===== src/rtl/core/vcoc_pkg.sv =====
`timescale 1ns / 1ps
// ----------------------------------------------------------------------------
// Voxel column occupancy cull: shared definitions
// Field widths, register indexes, item kinds, face codes and the constants
// of the height scaling used by the core and its sub-blocks.
// ----------------------------------------------------------------------------
package vcoc_pkg;

	localparam int CEIL_W   = 16;
	localparam int LEVEL_W  = 12;
	localparam int HEIGHT_W = 16;
	localparam int TOP_W    = 16;
	localparam int POS_W    = 4;
	localparam int FACE_W   = 3;
	// Signed coordinate wide enough for a field value one step either side.
	localparam int COORD_W  = POS_W + 2;

	localparam int IN_DATA_W  = 32;
	localparam int OUT_DATA_W = 24;

	// Terrain height 255.0 in 8.8 fixed point.
	localparam logic [HEIGHT_W-1:0] HEIGHT_MAX = 16'hFF00;

	// ceil(2^32 / 255); exact floor division by 255 for any 24-bit dividend.
	localparam int RECIP_W = 25;
	localparam logic [RECIP_W-1:0] RECIP_255 = 25'd16843010;

	localparam logic [CEIL_W-1:0]  CEILING_RESET = 16'd255;
	localparam logic [LEVEL_W-1:0] LEVEL_RESET   = 12'd0;

	// Register index, taken from paddr[2].
	localparam logic REG_WORLD_CEILING = 1'b0;
	localparam logic REG_CHUNK_LEVEL   = 1'b1;

	// Item kinds carried on tuser.
	localparam logic ACT_LOAD  = 1'b0;
	localparam logic ACT_QUERY = 1'b1;

	localparam logic [FACE_W-1:0] FACE_BACK   = 3'd0;
	localparam logic [FACE_W-1:0] FACE_FRONT  = 3'd1;
	localparam logic [FACE_W-1:0] FACE_RIGHT  = 3'd2;
	localparam logic [FACE_W-1:0] FACE_LEFT   = 3'd3;
	localparam logic [FACE_W-1:0] FACE_TOP    = 3'd4;
	localparam logic [FACE_W-1:0] FACE_BOTTOM = 3'd5;

	typedef struct packed {
		logic [CEIL_W-1:0]         world_ceiling;
		logic signed [LEVEL_W-1:0] chunk_level;
	} cfg_t;

endpackage


===== src/rtl/core/vcoc_cfg_regs.sv =====
`timescale 1ns / 1ps
// ----------------------------------------------------------------------------
// Configuration registers
// APB register file holding the world ceiling and the chunk level.
// ----------------------------------------------------------------------------
module vcoc_cfg_regs (
	input  logic               clk,
	input  logic               arst_n,
	input  logic               psel,
	input  logic               penable,
	input  logic               pwrite,
	input  logic [2:0]         paddr,
	input  logic [31:0]        pwdata,
	output logic [31:0]        prdata,
	output logic               pready,
	output vcoc_pkg::cfg_t     cfg
);
	import vcoc_pkg::*;

	logic              wr_en;
	logic [CEIL_W-1:0] ceiling_q;
	logic [LEVEL_W-1:0] level_q;

	assign pready = 1'b1;
	assign wr_en  = psel && penable && pwrite && pready;

	always_ff @(posedge clk or negedge arst_n) begin
		if (!arst_n) begin
			ceiling_q <= CEILING_RESET;
			level_q   <= LEVEL_RESET;
		end else if (wr_en) begin
			if (paddr[2] == REG_WORLD_CEILING) begin
				ceiling_q <= pwdata[CEIL_W-1:0];
			end else begin
				level_q <= pwdata[LEVEL_W-1:0];
			end
		end
	end

	always_comb begin
		if (paddr[2] == REG_CHUNK_LEVEL) begin
			prdata = {{(32-LEVEL_W){1'b0}}, level_q};
		end else begin
			prdata = {{(32-CEIL_W){1'b0}}, ceiling_q};
		end
	end

	assign cfg.world_ceiling = ceiling_q;
	assign cfg.chunk_level   = $signed(level_q);

endmodule


===== src/rtl/core/vcoc_col_store.sv =====
`timescale 1ns / 1ps
// ----------------------------------------------------------------------------
// Column store
// One column mask per (x,z) column in a synchronous RAM with registered read
// data, swept to zero entry by entry after reset.
// ----------------------------------------------------------------------------
module vcoc_col_store #(
	parameter int CHUNK_EDGE = 16
) (
	input  logic                                       clk,
	input  logic                                       arst_n,
	input  logic                                       rd_en,
	input  logic [$clog2(CHUNK_EDGE*CHUNK_EDGE)-1:0]   rd_addr,
	output logic [CHUNK_EDGE-1:0]                      rd_data,
	input  logic                                       wr_en,
	input  logic [$clog2(CHUNK_EDGE*CHUNK_EDGE)-1:0]   wr_addr,
	input  logic [CHUNK_EDGE-1:0]                      wr_data,
	output logic                                       clr_busy
);
	localparam int DEPTH = CHUNK_EDGE * CHUNK_EDGE;
	localparam int AW    = $clog2(DEPTH);

	logic [CHUNK_EDGE-1:0] mem [DEPTH];
	logic [AW-1:0]         clr_addr_q;
	logic                  clr_busy_q;

	always_ff @(posedge clk or negedge arst_n) begin
		if (!arst_n) begin
			clr_busy_q <= 1'b1;
			clr_addr_q <= '0;
		end else if (clr_busy_q) begin
			clr_addr_q <= clr_addr_q + AW'(1);
			if (clr_addr_q == AW'(DEPTH - 1)) begin
				clr_busy_q <= 1'b0;
			end
		end
	end

	always_ff @(posedge clk) begin
		if (clr_busy_q) begin
			mem[clr_addr_q] <= '0;
		end else if (wr_en) begin
			mem[wr_addr] <= wr_data;
		end
		if (rd_en) begin
			rd_data <= mem[rd_addr];
		end
	end

	assign clr_busy = clr_busy_q;

endmodule


===== src/rtl/core/vcoc_top_calc.sv =====
`timescale 1ns / 1ps
// ----------------------------------------------------------------------------
// Column top calculator
// Three-stage pipeline: clamp and scale by the ceiling, divide by 65280 via
// a reciprocal multiply, then build the column mask for the chunk level.
// ----------------------------------------------------------------------------
module vcoc_top_calc #(
	parameter int CHUNK_EDGE = 16
) (
	input  logic                          clk,
	input  logic                          arst_n,
	input  logic                          start,
	input  logic [vcoc_pkg::HEIGHT_W-1:0] height,
	input  vcoc_pkg::cfg_t                cfg,
	output logic                          valid,
	output logic [vcoc_pkg::TOP_W-1:0]    top,
	output logic [CHUNK_EDGE-1:0]         mask
);
	import vcoc_pkg::*;

	localparam int PROD_W = HEIGHT_W + CEIL_W;
	localparam int Q_W    = PROD_W - 8;
	localparam int QM_W   = Q_W + RECIP_W;
	// World row width: chunk level times edge plus a row, with sign.
	localparam int WW     = LEVEL_W + $clog2(CHUNK_EDGE) + 2;
	localparam logic signed [WW-1:0] EDGE_S = WW'(CHUNK_EDGE);

	logic [HEIGHT_W-1:0]    h_clamp;
	logic [PROD_W-1:0]      prod_s1;
	logic [QM_W-1:0]        qm_s2;
	logic [TOP_W-1:0]       top_c;
	logic signed [WW-1:0]   base_c;
	logic signed [WW-1:0]   top_ext;
	logic signed [WW-1:0]   row_w;
	logic [CHUNK_EDGE-1:0]  mask_c;
	logic [TOP_W-1:0]       top_s3;
	logic [CHUNK_EDGE-1:0]  mask_s3;
	logic                   valid_s1;
	logic                   valid_s2;
	logic                   valid_s3;

	assign h_clamp = (height > HEIGHT_MAX) ? HEIGHT_MAX : height;

	// floor(P / 65280) = floor(floor(P / 256) / 255)
	assign top_c   = qm_s2[32 +: TOP_W];
	assign base_c  = $signed({{(WW-LEVEL_W){cfg.chunk_level[LEVEL_W-1]}}, cfg.chunk_level})
		* EDGE_S;
	assign top_ext = $signed({{(WW-TOP_W){1'b0}}, top_c});

	always_comb begin
		row_w  = '0;
		mask_c = '0;
		for (int r = 0; r < CHUNK_EDGE; r++) begin
			row_w     = base_c + WW'(r);
			mask_c[r] = !row_w[WW-1] && (row_w <= top_ext);
		end
	end

	always_ff @(posedge clk or negedge arst_n) begin
		if (!arst_n) begin
			valid_s1 <= 1'b0;
			valid_s2 <= 1'b0;
			valid_s3 <= 1'b0;
		end else begin
			valid_s1 <= start;
			valid_s2 <= valid_s1;
			valid_s3 <= valid_s2;
		end
	end

	always_ff @(posedge clk) begin
		prod_s1 <= PROD_W'(h_clamp) * PROD_W'(cfg.world_ceiling);
		qm_s2   <= QM_W'(prod_s1[PROD_W-1:8]) * QM_W'(RECIP_255);
		if (valid_s2) begin
			top_s3  <= top_c;
			mask_s3 <= mask_c;
		end
	end

	assign valid = valid_s3;
	assign top   = top_s3;
	assign mask  = mask_s3;

endmodule


===== src/rtl/core/voxel_column_occupancy_cull_core.sv =====
`timescale 1ns / 1ps
// ----------------------------------------------------------------------------
// Voxel column occupancy cull core
// Occupancy grid of one voxel chunk, one bit mask per (x,z) column, with
// column loads from terrain height and face neighbour queries.
// ----------------------------------------------------------------------------
// Usage:
//   Items enter on the s_ stream: s_tuser is the kind (load or query), s_tdata
//   the coordinates, face and terrain height. Each item gives exactly one
//   transaction on the m_ stream: occupied, column top and the any-block flag.
//   Registers (world ceiling, chunk level) are written through the APB port; the
//   user must do so only while no item is in flight, as the block does not enforce it.
//   One item is handled at a time. A query reads its column from the store
//   and its result is registered after the store read; a load also runs the
//   3-stage height scaling pipeline and registers its result once that
//   pipeline reports, when the new mask is written back and the count of
//   non-empty columns updated. A result waits for a free output register.
//   The next item is taken in the cycle after the result is registered.
//   After reset the store is swept to zero, entry by entry, over all
//   CHUNK_EDGE*CHUNK_EDGE entries (256 by default); s_tready stays low meanwhile.
//   The result waits in an output register; while m_tready is low a new item
//   may still be accepted and processed up to the point of its result.
// ----------------------------------------------------------------------------
module voxel_column_occupancy_cull_core #(
	parameter int CHUNK_EDGE = 16
) (
	input  logic        clk,
	input  logic        arst_n,
	// APB configuration
	input  logic        psel,
	input  logic        penable,
	input  logic        pwrite,
	input  logic [2:0]  paddr,
	input  logic [31:0] pwdata,
	output logic [31:0] prdata,
	output logic        pready,
	// Input stream
	input  logic        s_tvalid,
	output logic        s_tready,
	input  logic [31:0] s_tdata,  // pos_x[3:0], pos_y[7:4], pos_z[11:8], face[14:12],
	                              // terrain_height[30:15], zero[31]
	input  logic [0:0]  s_tuser,  // action[0]
	// Output stream
	output logic        m_tvalid,
	input  logic        m_tready,
	output logic [23:0] m_tdata   // occupied[0], column_top[16:1], any_block[17],
	                              // zero[23:18]
);
	import vcoc_pkg::*;

	localparam int DEPTH = CHUNK_EDGE * CHUNK_EDGE;
	localparam int AW    = $clog2(DEPTH);
	localparam int YW    = $clog2(CHUNK_EDGE);
	localparam int CNT_W = AW + 1;

	localparam logic [1:0] ST_IDLE = 2'd0;
	localparam logic [1:0] ST_EXEC = 2'd1;
	localparam logic [1:0] ST_WAIT = 2'd2;

	cfg_t                    cfg;
	logic                    clr_busy;
	logic [1:0]              state_q;
	logic                    accept;

	logic                    in_action;
	logic [FACE_W-1:0]       in_face;
	logic signed [COORD_W-1:0] nx;
	logic signed [COORD_W-1:0] ny;
	logic signed [COORD_W-1:0] nz;
	logic                    in_x;
	logic                    in_y;
	logic                    in_z;

	logic                    action_q;
	logic                    inside_q;
	logic [AW-1:0]           addr_q;
	logic [YW-1:0]           ybit_q;
	logic [HEIGHT_W-1:0]     height_q;
	logic                    done_q;

	logic [CHUNK_EDGE-1:0]   rd_data;
	logic                    rd_en;
	logic                    wr_en;
	logic                    calc_start;
	logic                    calc_valid;
	logic [TOP_W-1:0]        calc_top;
	logic [CHUNK_EDGE-1:0]   calc_mask;

	logic                    out_free;
	logic                    finish;
	logic [CNT_W-1:0]        cnt_q;
	logic [CNT_W-1:0]        cnt_next;
	logic                    m_tvalid_q;
	logic                    occ_q;
	logic [TOP_W-1:0]        top_q;
	logic                    any_q;

	vcoc_cfg_regs u_cfg (
		.clk     (clk),
		.arst_n  (arst_n),
		.psel    (psel),
		.penable (penable),
		.pwrite  (pwrite),
		.paddr   (paddr),
		.pwdata  (pwdata),
		.prdata  (prdata),
		.pready  (pready),
		.cfg     (cfg)
	);

	vcoc_col_store #(
		.CHUNK_EDGE (CHUNK_EDGE)
	) u_store (
		.clk      (clk),
		.arst_n   (arst_n),
		.rd_en    (rd_en),
		.rd_addr  (addr_q),
		.rd_data  (rd_data),
		.wr_en    (wr_en),
		.wr_addr  (addr_q),
		.wr_data  (calc_mask),
		.clr_busy (clr_busy)
	);

	vcoc_top_calc #(
		.CHUNK_EDGE (CHUNK_EDGE)
	) u_calc (
		.clk    (clk),
		.arst_n (arst_n),
		.start  (calc_start),
		.height (height_q),
		.cfg    (cfg),
		.valid  (calc_valid),
		.top    (calc_top),
		.mask   (calc_mask)
	);

	assign s_tready = (state_q == ST_IDLE) && !clr_busy;
	assign accept   = s_tvalid && s_tready;

	// Neighbour coordinates of a query; a load keeps its own column.
	assign in_action = s_tuser[0];
	assign in_face   = s_tdata[14:12];

	always_comb begin
		nx = $signed({2'b00, s_tdata[3:0]});
		ny = $signed({2'b00, s_tdata[7:4]});
		nz = $signed({2'b00, s_tdata[11:8]});
		if (in_action == ACT_QUERY) begin
			case (in_face)
				FACE_BACK:   nz = nz - COORD_W'(1);
				FACE_FRONT:  nz = nz + COORD_W'(1);
				FACE_RIGHT:  nx = nx + COORD_W'(1);
				FACE_LEFT:   nx = nx - COORD_W'(1);
				FACE_TOP:    ny = ny + COORD_W'(1);
				FACE_BOTTOM: ny = ny - COORD_W'(1);
				default:     ;
			endcase
		end
	end

	assign in_x = (nx >= 0) && (int'(nx) < CHUNK_EDGE);
	assign in_y = (ny >= 0) && (int'(ny) < CHUNK_EDGE);
	assign in_z = (nz >= 0) && (int'(nz) < CHUNK_EDGE);

	always_ff @(posedge clk) begin
		if (accept) begin
			action_q <= in_action;
			inside_q <= (in_action == ACT_LOAD) ? (in_x && in_z) : (in_x && in_y && in_z);
			addr_q   <= AW'(nx) * AW'(CHUNK_EDGE) + AW'(nz);
			ybit_q   <= YW'(ny);
			height_q <= s_tdata[30:15];
		end
	end

	assign rd_en      = (state_q == ST_EXEC);
	assign calc_start = (state_q == ST_EXEC) && (action_q == ACT_LOAD);
	assign out_free   = !m_tvalid_q || m_tready;
	assign finish     = (state_q == ST_WAIT) && out_free
		&& ((action_q == ACT_QUERY) || done_q || calc_valid);
	assign wr_en      = finish && (action_q == ACT_LOAD) && inside_q;

	// Non-empty column count follows the old and new mask of a written column.
	always_comb begin
		cnt_next = cnt_q;
		if (wr_en) begin
			if ((|calc_mask) && !(|rd_data)) begin
				cnt_next = cnt_q + CNT_W'(1);
			end else if (!(|calc_mask) && (|rd_data)) begin
				cnt_next = cnt_q - CNT_W'(1);
			end
		end
	end

	always_ff @(posedge clk or negedge arst_n) begin
		if (!arst_n) begin
			state_q    <= ST_IDLE;
			done_q     <= 1'b0;
			cnt_q      <= '0;
			m_tvalid_q <= 1'b0;
		end else begin
			cnt_q <= cnt_next;
			if (calc_valid) begin
				done_q <= 1'b1;
			end
			case (state_q)
				ST_IDLE: begin
					done_q <= 1'b0;
					if (accept) begin
						state_q <= ST_EXEC;
					end
				end
				ST_EXEC: begin
					state_q <= ST_WAIT;
				end
				ST_WAIT: begin
					if (finish) begin
						state_q <= ST_IDLE;
					end
				end
				default: begin
					state_q <= ST_IDLE;
				end
			endcase
			if (finish) begin
				m_tvalid_q <= 1'b1;
			end else if (m_tready) begin
				m_tvalid_q <= 1'b0;
			end
		end
	end

	always_ff @(posedge clk) begin
		if (finish) begin
			if (action_q == ACT_LOAD) begin
				occ_q <= 1'b0;
				top_q <= calc_top;
			end else begin
				occ_q <= inside_q && rd_data[ybit_q];
				top_q <= '0;
			end
			any_q <= (cnt_next != '0);
		end
	end

	assign m_tvalid = m_tvalid_q;
	assign m_tdata  = {{(OUT_DATA_W - TOP_W - 2){1'b0}}, any_q, top_q, occ_q};

	// One item at a time: acceptance closes the input until the result is registered.
	a_single_item: assert property (@(posedge clk) disable iff (!arst_n)
		(s_tvalid && s_tready) |=> !s_tready)
		else $error("input accepted while an item is in flight");

	// The scaling pipeline only reports while a load waits for it.
	a_calc_owner: assert property (@(posedge clk) disable iff (!arst_n)
		calc_valid |-> ((state_q == ST_WAIT) && (action_q == ACT_LOAD)))
		else $error("column top result without a waiting load");

	// The column count cannot exceed the number of columns.
	a_cnt_range: assert property (@(posedge clk) disable iff (!arst_n)
		cnt_q <= CNT_W'(DEPTH))
		else $error("non-empty column count out of range");

endmodule

===== config.mk =====
export PLATFORM = sky130hd
export DESIGN_NAME = voxel_column_occupancy_cull_core
export DESIGN_NICKNAME = d
export VERILOG_FILES = /design/src/rtl/core/vcoc_pkg.sv /design/src/rtl/core/vcoc_cfg_regs.sv /design/src/rtl/core/vcoc_col_store.sv /design/src/rtl/core/vcoc_top_calc.sv /design/src/rtl/core/voxel_column_occupancy_cull_core.sv
export SDC_FILE = /design/constraint.sdc
export NUM_CORES = 2
export LEC_CHECK = 0
export BUFFER_PORTS_ARGS = -buffer_cell sky130_fd_sc_hd__buf_4
export CAP_MARGIN = 0
export CORE_ASPECT_RATIO = 0.75
export CORE_UTILIZATION = 57
export DETAILED_ROUTE_END_ITERATION = 16
export PLACE_DENSITY = 0.72
export SLEW_MARGIN = 20
export SYNTH_ARGS = -nofsm -noshare
export SYNTH_HDL_FRONTEND = slang
export SYNTH_SLANG_ARGS = --single-unit

===== constraint.sdc =====
create_clock -name clk -period 7.9 [get_ports clk]
set_input_delay 1.185 -clock clk [delete_from_list [all_inputs] [get_ports clk]]
set_output_delay 1.185 -clock clk [all_outputs]
set_load 0.02 [all_outputs]

Word level (Yosys, flattened, before mapping):

Memory sizes are Yosys's and may differ from the RTL's. A register that Yosys moved wholly into a read port is not among the register bits.
Cells that the tools add are included.

* register bits: 212
* bits in writable memories: 4096
* output and inout bits: 59
* memories kept: 1

Memories
* u_store.mem: depth 256, width 16, rd ports 1, clocked after memory_dff 1, write ports 1, line vcoc_col_store.sv:23 `logic [CHUNK_EDGE-1:0] mem [DEPTH];`

* add/sub/neg operators: 25
* multipliers: 2
* order comparisons: 24
* equal/unequal tests: 10
* muxes and demuxes: 31
* bitwise operators: 2
* reduce and logical (&&, ||, !) cells: 68

Operator list (count)
* $le 17x17->1: 15
* $add 16x5->17 const B: 8
* $add 16x4->17 const B: 4
* $mux 16: 3
* $reduce_or 16->1: 3
* $mul 24x24->47 const B: 1
* $pmux 6 s2: 3
* $add 16x3->17 const B: 2
* $logic_and 1x1->1: 34
* $mul 16x16->32: 1
* $mux 9: 3
* $logic_not 1->1: 20
* $ge 6x1->1 const B: 3
* $lt 6x6->1 const B: 3
* $mux 6: 3
* $add 16x2->17 const B: 1
* $le 16x17->1: 1
* $gt 16x16->1 const B: 1
* $add 4x1->5 const B: 3
* $sub 4x1->5 const B: 3
* $mux 1: 14
* $add 9x1->9 const B: 1
* $reduce_bool 9->1: 1
* $sub 9x1->9 const B: 1
* 20 further kinds: 30

Logic depth before layout (Yosys ltp):

* word-level depth: 11
* mapped depth: 26

By module:

Synthesis repeated with hierarchy kept, for this count alone.

* cells, all modules: 9168
* area, all modules: 177477.7 µm²

By module, submodules not included
* vcoc_col_store: times used 1, cells each 7310, area an instance 158667.2 µm², sequential area each 123704.9 µm²
* vcoc_top_calc: times used 1, cells each 1508, area an instance 14204.9 µm², sequential area each 1836.8 µm²
* voxel_column_occupancy_cull_core: times used 1, cells each 253, area an instance 3184.3 µm², sequential area each 1766.7 µm²
* vcoc_cfg_regs: times used 1, cells each 97, area an instance 1421.4 µm², sequential area each 710.7 µm²

Least setup slack after synthesis:

OpenSTA, ideal clock, no wires.

* path kind: input port to flip-flop
* start: in m_tready
* end: mem u_store.mem[0][10] (data pin)
* setup time: 0.870 ns
* arrival: 7.254 ns
* slack: -0.224 ns
* stages: 7
* buffers on the path: 2
* cells stage by stage: nand2b_1 nor3b_1 nand3b_1 nor2_1 clkbuf_1 clkbuf_1 and2_1

* cells in the longest elaborated chain, start to end: 10

RTL lines
* from (decl): line voxel_column_occupancy_cull_core.sv:45 `input logic m_tready,`
* $logic_or 1x1->1: line voxel_column_occupancy_cull_core.sv:178 `assign out_free = !m_tvalid_q || m_tready;`
* $logic_and 1x1->1: line voxel_column_occupancy_cull_core.sv:179 `assign finish = (state_q == ST_WAIT) && out_free`
* $logic_and 1x1->1: line voxel_column_occupancy_cull_core.sv:180 `&& ((action_q == ACT_QUERY) || done_q || calc_valid);`
* named net finish: line voxel_column_occupancy_cull_core.sv:90 `logic finish;`
* $logic_and 1x1->1 (2 in a row): line voxel_column_occupancy_cull_core.sv:181 `assign wr_en = finish && (action_q == ACT_LOAD) && inside_q;`
* $mux 1: line vcoc_col_store.sv:42 `end else if (wr_en) begin`
* $mux 1: line vcoc_col_store.sv:40 `if (clr_busy_q) begin`
* $mux 1 (not written as such): line vcoc_col_store.sv:43 `mem[wr_addr] <= wr_data;`
* $reduce_or 16->1 (no source line)
* $mux 16 (no source line)
* to (decl): line vcoc_col_store.sv:23

The timed path passes the listed nets, and every way through them passes these cells.

Worst setup path in the final report:

* start: reg height_q[14]
* end: reg u_calc.prod_s1[24]

* cells in the longest elaborated chain, start to end: 3

RTL lines
* from (decl): line voxel_column_occupancy_cull_core.sv:78 `logic [HEIGHT_W-1:0] height_q;`
* from (signal assigned): line voxel_column_occupancy_cull_core.sv:172 `height_q <= s_tdata[30:15];`
* $gt 16x16->1: line vcoc_top_calc.sv:42 `assign h_clamp = (height > HEIGHT_MAX) ? HEIGHT_MAX : height;`
* $mux 16 (*): line vcoc_top_calc.sv:42
* $mul 16x16->32 (*): line vcoc_top_calc.sv:72 `prod_s1 <= PROD_W'(h_clamp) * PROD_W'(cfg.world_ceiling);`
* to (signal assigned): line vcoc_top_calc.sv:72
* to (decl): line vcoc_top_calc.sv:29 `logic [PROD_W-1:0] prod_s1;`

Every way passes the cells marked *; elsewhere a longest branch is shown, timed or not.
A chain may end at the register's enable or synchronous reset.

==> metrics.md <==
| Metric | Value |
|---|---|
| Status | `complete, no violations` |
| Pwr per Cell Area | `342 mW/mm^2` |
| Critical path peak fanout | `17` |
| Root buffer cell | `clkbuf_16` |
| Number of flops mapped to enable cells by yosys | `4192` |
| Via count | `85900` |
| Leak | `65.3 nW` |
| Global-route wire length before repair | `613 mm` |
| Maximum VDD drop | `1.12 mV` |
| Place WS | `between 0.7 and 0.8 ns` |
| Kind of critical path | `register to register` |
| Syn Std Cell Area | `0.176 mm^2` |
| I/O pin count | `134` |
| Grt total ovfl | `0` |
| Leading area contributor after synthesis | `edfxtp_1` |
| Total wire length | `425 mm` |
| Clk sink count | `4285` |
| Slew Limit Fails | `0` |
| Largest cells by area after synthesis | `edfxtp_1, mux4_2, fa_1` |
| Cell Rows | `approximately 180` |
| Max Root-Sink Buffers | `4` |
| Ys flop type | `edfxtp_1` |
| Syn. warnings | `0` |
| Post-route DRC violation count | `0` |
| Fin crit share | `90.4%` |
| CP Capture Type | `register` |
| Vias in the first global route | `around 86000` |
| Final min period | `7.14 ns` |
| GPL Wtd Cong | `approximately 0.84` |
| Setup Viol. Count Final | `0` |
| Initial antenna violation count | `23` |
| Worst EP arrival | `around 8 ns` |
| DRT Pass-1 Iters | `9` |
| Layout area overhead | `11.4%` |
| Setup Skew | `roughly 0.069 ns` |
| CP most frequent cell | `fa_1` |
| IO buf count | `between 90 and 100` |
| Die Ht | `around 480 um` |
| Crit path cell chain | `buf_4 -> nand4_1 -> nor2_1 -> nor2b_1 -> and2_1 -> fa_1 -> inv_1 -> fa_1 -> fa_1 -> fa_1 -> inv_1 -> fa_1 -> inv_1 -> fa_1 -> inv_1 -> ha_1 -> o211ai_1 -> nand2_1 -> nand3_1 -> o31ai_1 -> a21oi_1 -> o21ai_0 -> a21oi_1 -> xnor2_1` |
| Worst-Skew Late Latency | `0.93 ns` |
| Fin Hold WS | `0.343 ns` |
| Core Util, Final | `63.9%` |
| Initial DRC Count | `11800` |
| Starting Density | `57.4%` |
| Post-CTS Setup Inserts | `0` |
| Hold/Removal Path Class | `register to register` |
| Fmax | `between 0.1 and 0.15 GHz` |
| Slowest CP cell | `fa_1` |
| Mean Syn Cell Area | `21.6 um^2` |
| Post-synthesis register bit count | `4285` |
| Post-DRT Antenna Nets | `0` |
| Setup TNS | `0 ns` |
| Count of cell types in the netlist | `68` |
| Cell Count Post-Placement | `12300` |
| Post-CTS Hold Fix Bufs | `0` |
| Gate Count Post-Synth | `8156` |
| Post-cts resize count | `0` |
| Slowest stage delay, CP | `0.55 ns` |
| Largest delay contributor family on the critical path | `adder cells` |
| Pin count of the biggest net entering global routing | `257` |
| Slew HR | `12.6%` |
| Final WS setup | `approximately 0.76 ns` |
| Area of the core | `0.307 mm^2` |
| Critical Path RT | `8.69 ns` |
| Hold Violations, Final | `0` |
| Final non-filler cell total | `13100` |
| Via/cell ratio | `roughly 6.6` |
| Top-area cell type share of the netlist area | `71.4%` |
| Filler instances | `19800` |
| CP Buf/Inv Count | `5` |
| Reg2Reg Setup Slack | `0.76 ns` |
| Post-synth ARST share | `1.24%` |
| Register area share after synthesis | `72.6%` |
| Max Cap Viol | `0` |
| Wirelength per Cell | `32.6 um` |
| Clk pin slew, worst setup/hold paths | `0.06 ns` |
| DIE WIDTH | `644 um` |
| CTS Buf Count | `395` |
| HPWL after DPL | `approximately 250 mm` |
| Final #Nets | `9218` |
| Die area | `0.312 mm^2` |
| CTS tree | `done` |
| Slew @ Worst Pin | `1.30 ns` |
| RSZ-0062 raised after global routing | `no` |
| GRT Total Usage | `27.4%` |
| Share of cells above drive strength 1 | `27.5%` |
| CP Launch Type | `register` |
| Deepest level of the CTS H-tree | `5` |
-- state kept, by name, summed over array words and instances (netlist names), 2 cells and up --
signal and cells:
u_store.mem 4096, u_calc.prod_s1 24, height_q 16, top_q 16, u_calc.mask 16, u_calc.qm_s2 16
u_calc.top 16, u_cfg.ceiling_q 16, u_store.rd_data 16, u_cfg.level_q 12, cnt_q 9, addr_q 8
u_store.clr_addr_q 8, ybit_q 4, state_q 2
-- area by class of cell --
type / count / area, um^2 / area share (%)
Antenna cell: 7 / 17.5 / 0.00892
Clock inverter: 202 / 1920 / 0.976
Tap cell: 4094 / 5120 / 2.61
Clock buffer: 509 / 10600 / 5.39
Multi-Input combinational cell: 3133 / 45300 / 23.0
Timing Repair Buffer: 494 / 4260 / 2.17
Inverter: 327 / 1230 / 0.625
Sequential cell: 4285 / 128000 / 65.2
-- logic make-up (layout without fill, tap and decap cells) --
logic type,after synthesis,count (layout),synth area share [%]
xor+xnor,68,68,0.338
buf+inv,759,1532,1.86
compound gates,246,246,0.946
simple gates,878,878,2.36
flops,4285,4285,72.6
mux,1411,1411,17.4
other cells,2,30,0.00426
fa+ha+maj,507,507,4.49
-- cell usage in the layout (no fill, tap or decap), types with 19 or more instances in the layout --
master / count
xor2_1: 27
dfxtp_1: 40
clkinv_1: 81
mux4_2: 1317
xnor2_1: 41
dfrtp_1: 43
nand2_1: 209
inv_1: 327
nor2_1: 289
nor3_1: 19
nor2_2: 20
nand3_1: 24
a211oi_1: 35
clkbuf_16: 406
clkbuf_1: 98
mux2_2: 42
clkinv_2: 65
bufinv_16: 33
fa_1: 210
ha_1: 297
nand4_1: 22
mux2i_1: 52
conb_1: 23
o21ai_0: 44
a21o_1: 19
nor2b_1: 69
edfxtp_1: 4192
buf_4: 453
buf_12: 36
a21oi_1: 50
and2_1: 116
-- layer usage --
layer,vias up,track usage [%],wire length [um]
li1,34300,-,-
met1,45600,41.2,168000
met2,5195,41.0,195000
met3,678,6.97,50100
met4,18,7.16,11700
met5,-,0,120
-- through the flow --
step | instance area, um^2 | power [mW]
floorplan | 176000 | 42.9
global placement | 184000 | 48.3
detailed placement | 184000 | 48.8
CTS | 196000 | 67.5
global route | 196000 | 70.8
finish | 196000 | 67.1
-- path summary, 6_finish.rpt --
check                      cells past startpoint                 end       startpoint
max                                           24  u_calc.prod_s1[24]     height_q[14]
min                                            0     u_calc.valid_s2  u_calc.valid_s1
max reg2reg                                   24  u_calc.prod_s1[24]     height_q[14]
min reg2reg                                    0     u_calc.valid_s2  u_calc.valid_s1
max in group asynchronous                      1     u_calc.valid_s2           arst_n
min in group asynchronous                      1    u_cfg.level_q[6]           arst_n
-- report_power, final --
part / total [mW] / leakage [nW] / switching [mW] / internal, mW
clock network: 18.7 / 6.12 / 8.18 / 10.5
logic: 22.1 / 19.5 / 12.5 / 9.55
registers: 26.3 / 39.6 / 0.461 / 25.8
total: 67.1 / 65.3 / 21.2 / 45.9
-- Yosys cell counts, drive strengths merged (3+ instances only) --
cell / count
clkbuf: 211
or3: 7
and4: 3
a211o: 3
and2: 134
nand2: 225
mux4: 1317
inv: 327
o21ai: 47
dfxtp: 40
o31ai: 9
fa: 210
nor4: 14
mux2i: 52
nand3b: 15
nand2b: 14
a31oi: 9
a211oi: 39
nor3: 19
nand4: 22
edfxtp: 4192
nor2b: 70
xor2: 27
ha: 297
xnor2: 41
a21oi: 50
o2111ai: 4
o211ai: 6
a21o: 19
dfrtp: 44
dfstp: 9
and3: 6
mux2: 42
a2111oi: 17
nand3: 24
a21boi: 3
a22o: 16
buf: 221
nor2: 311
o21a: 5
Note: power is estimated with default switching activity, not from simulation.
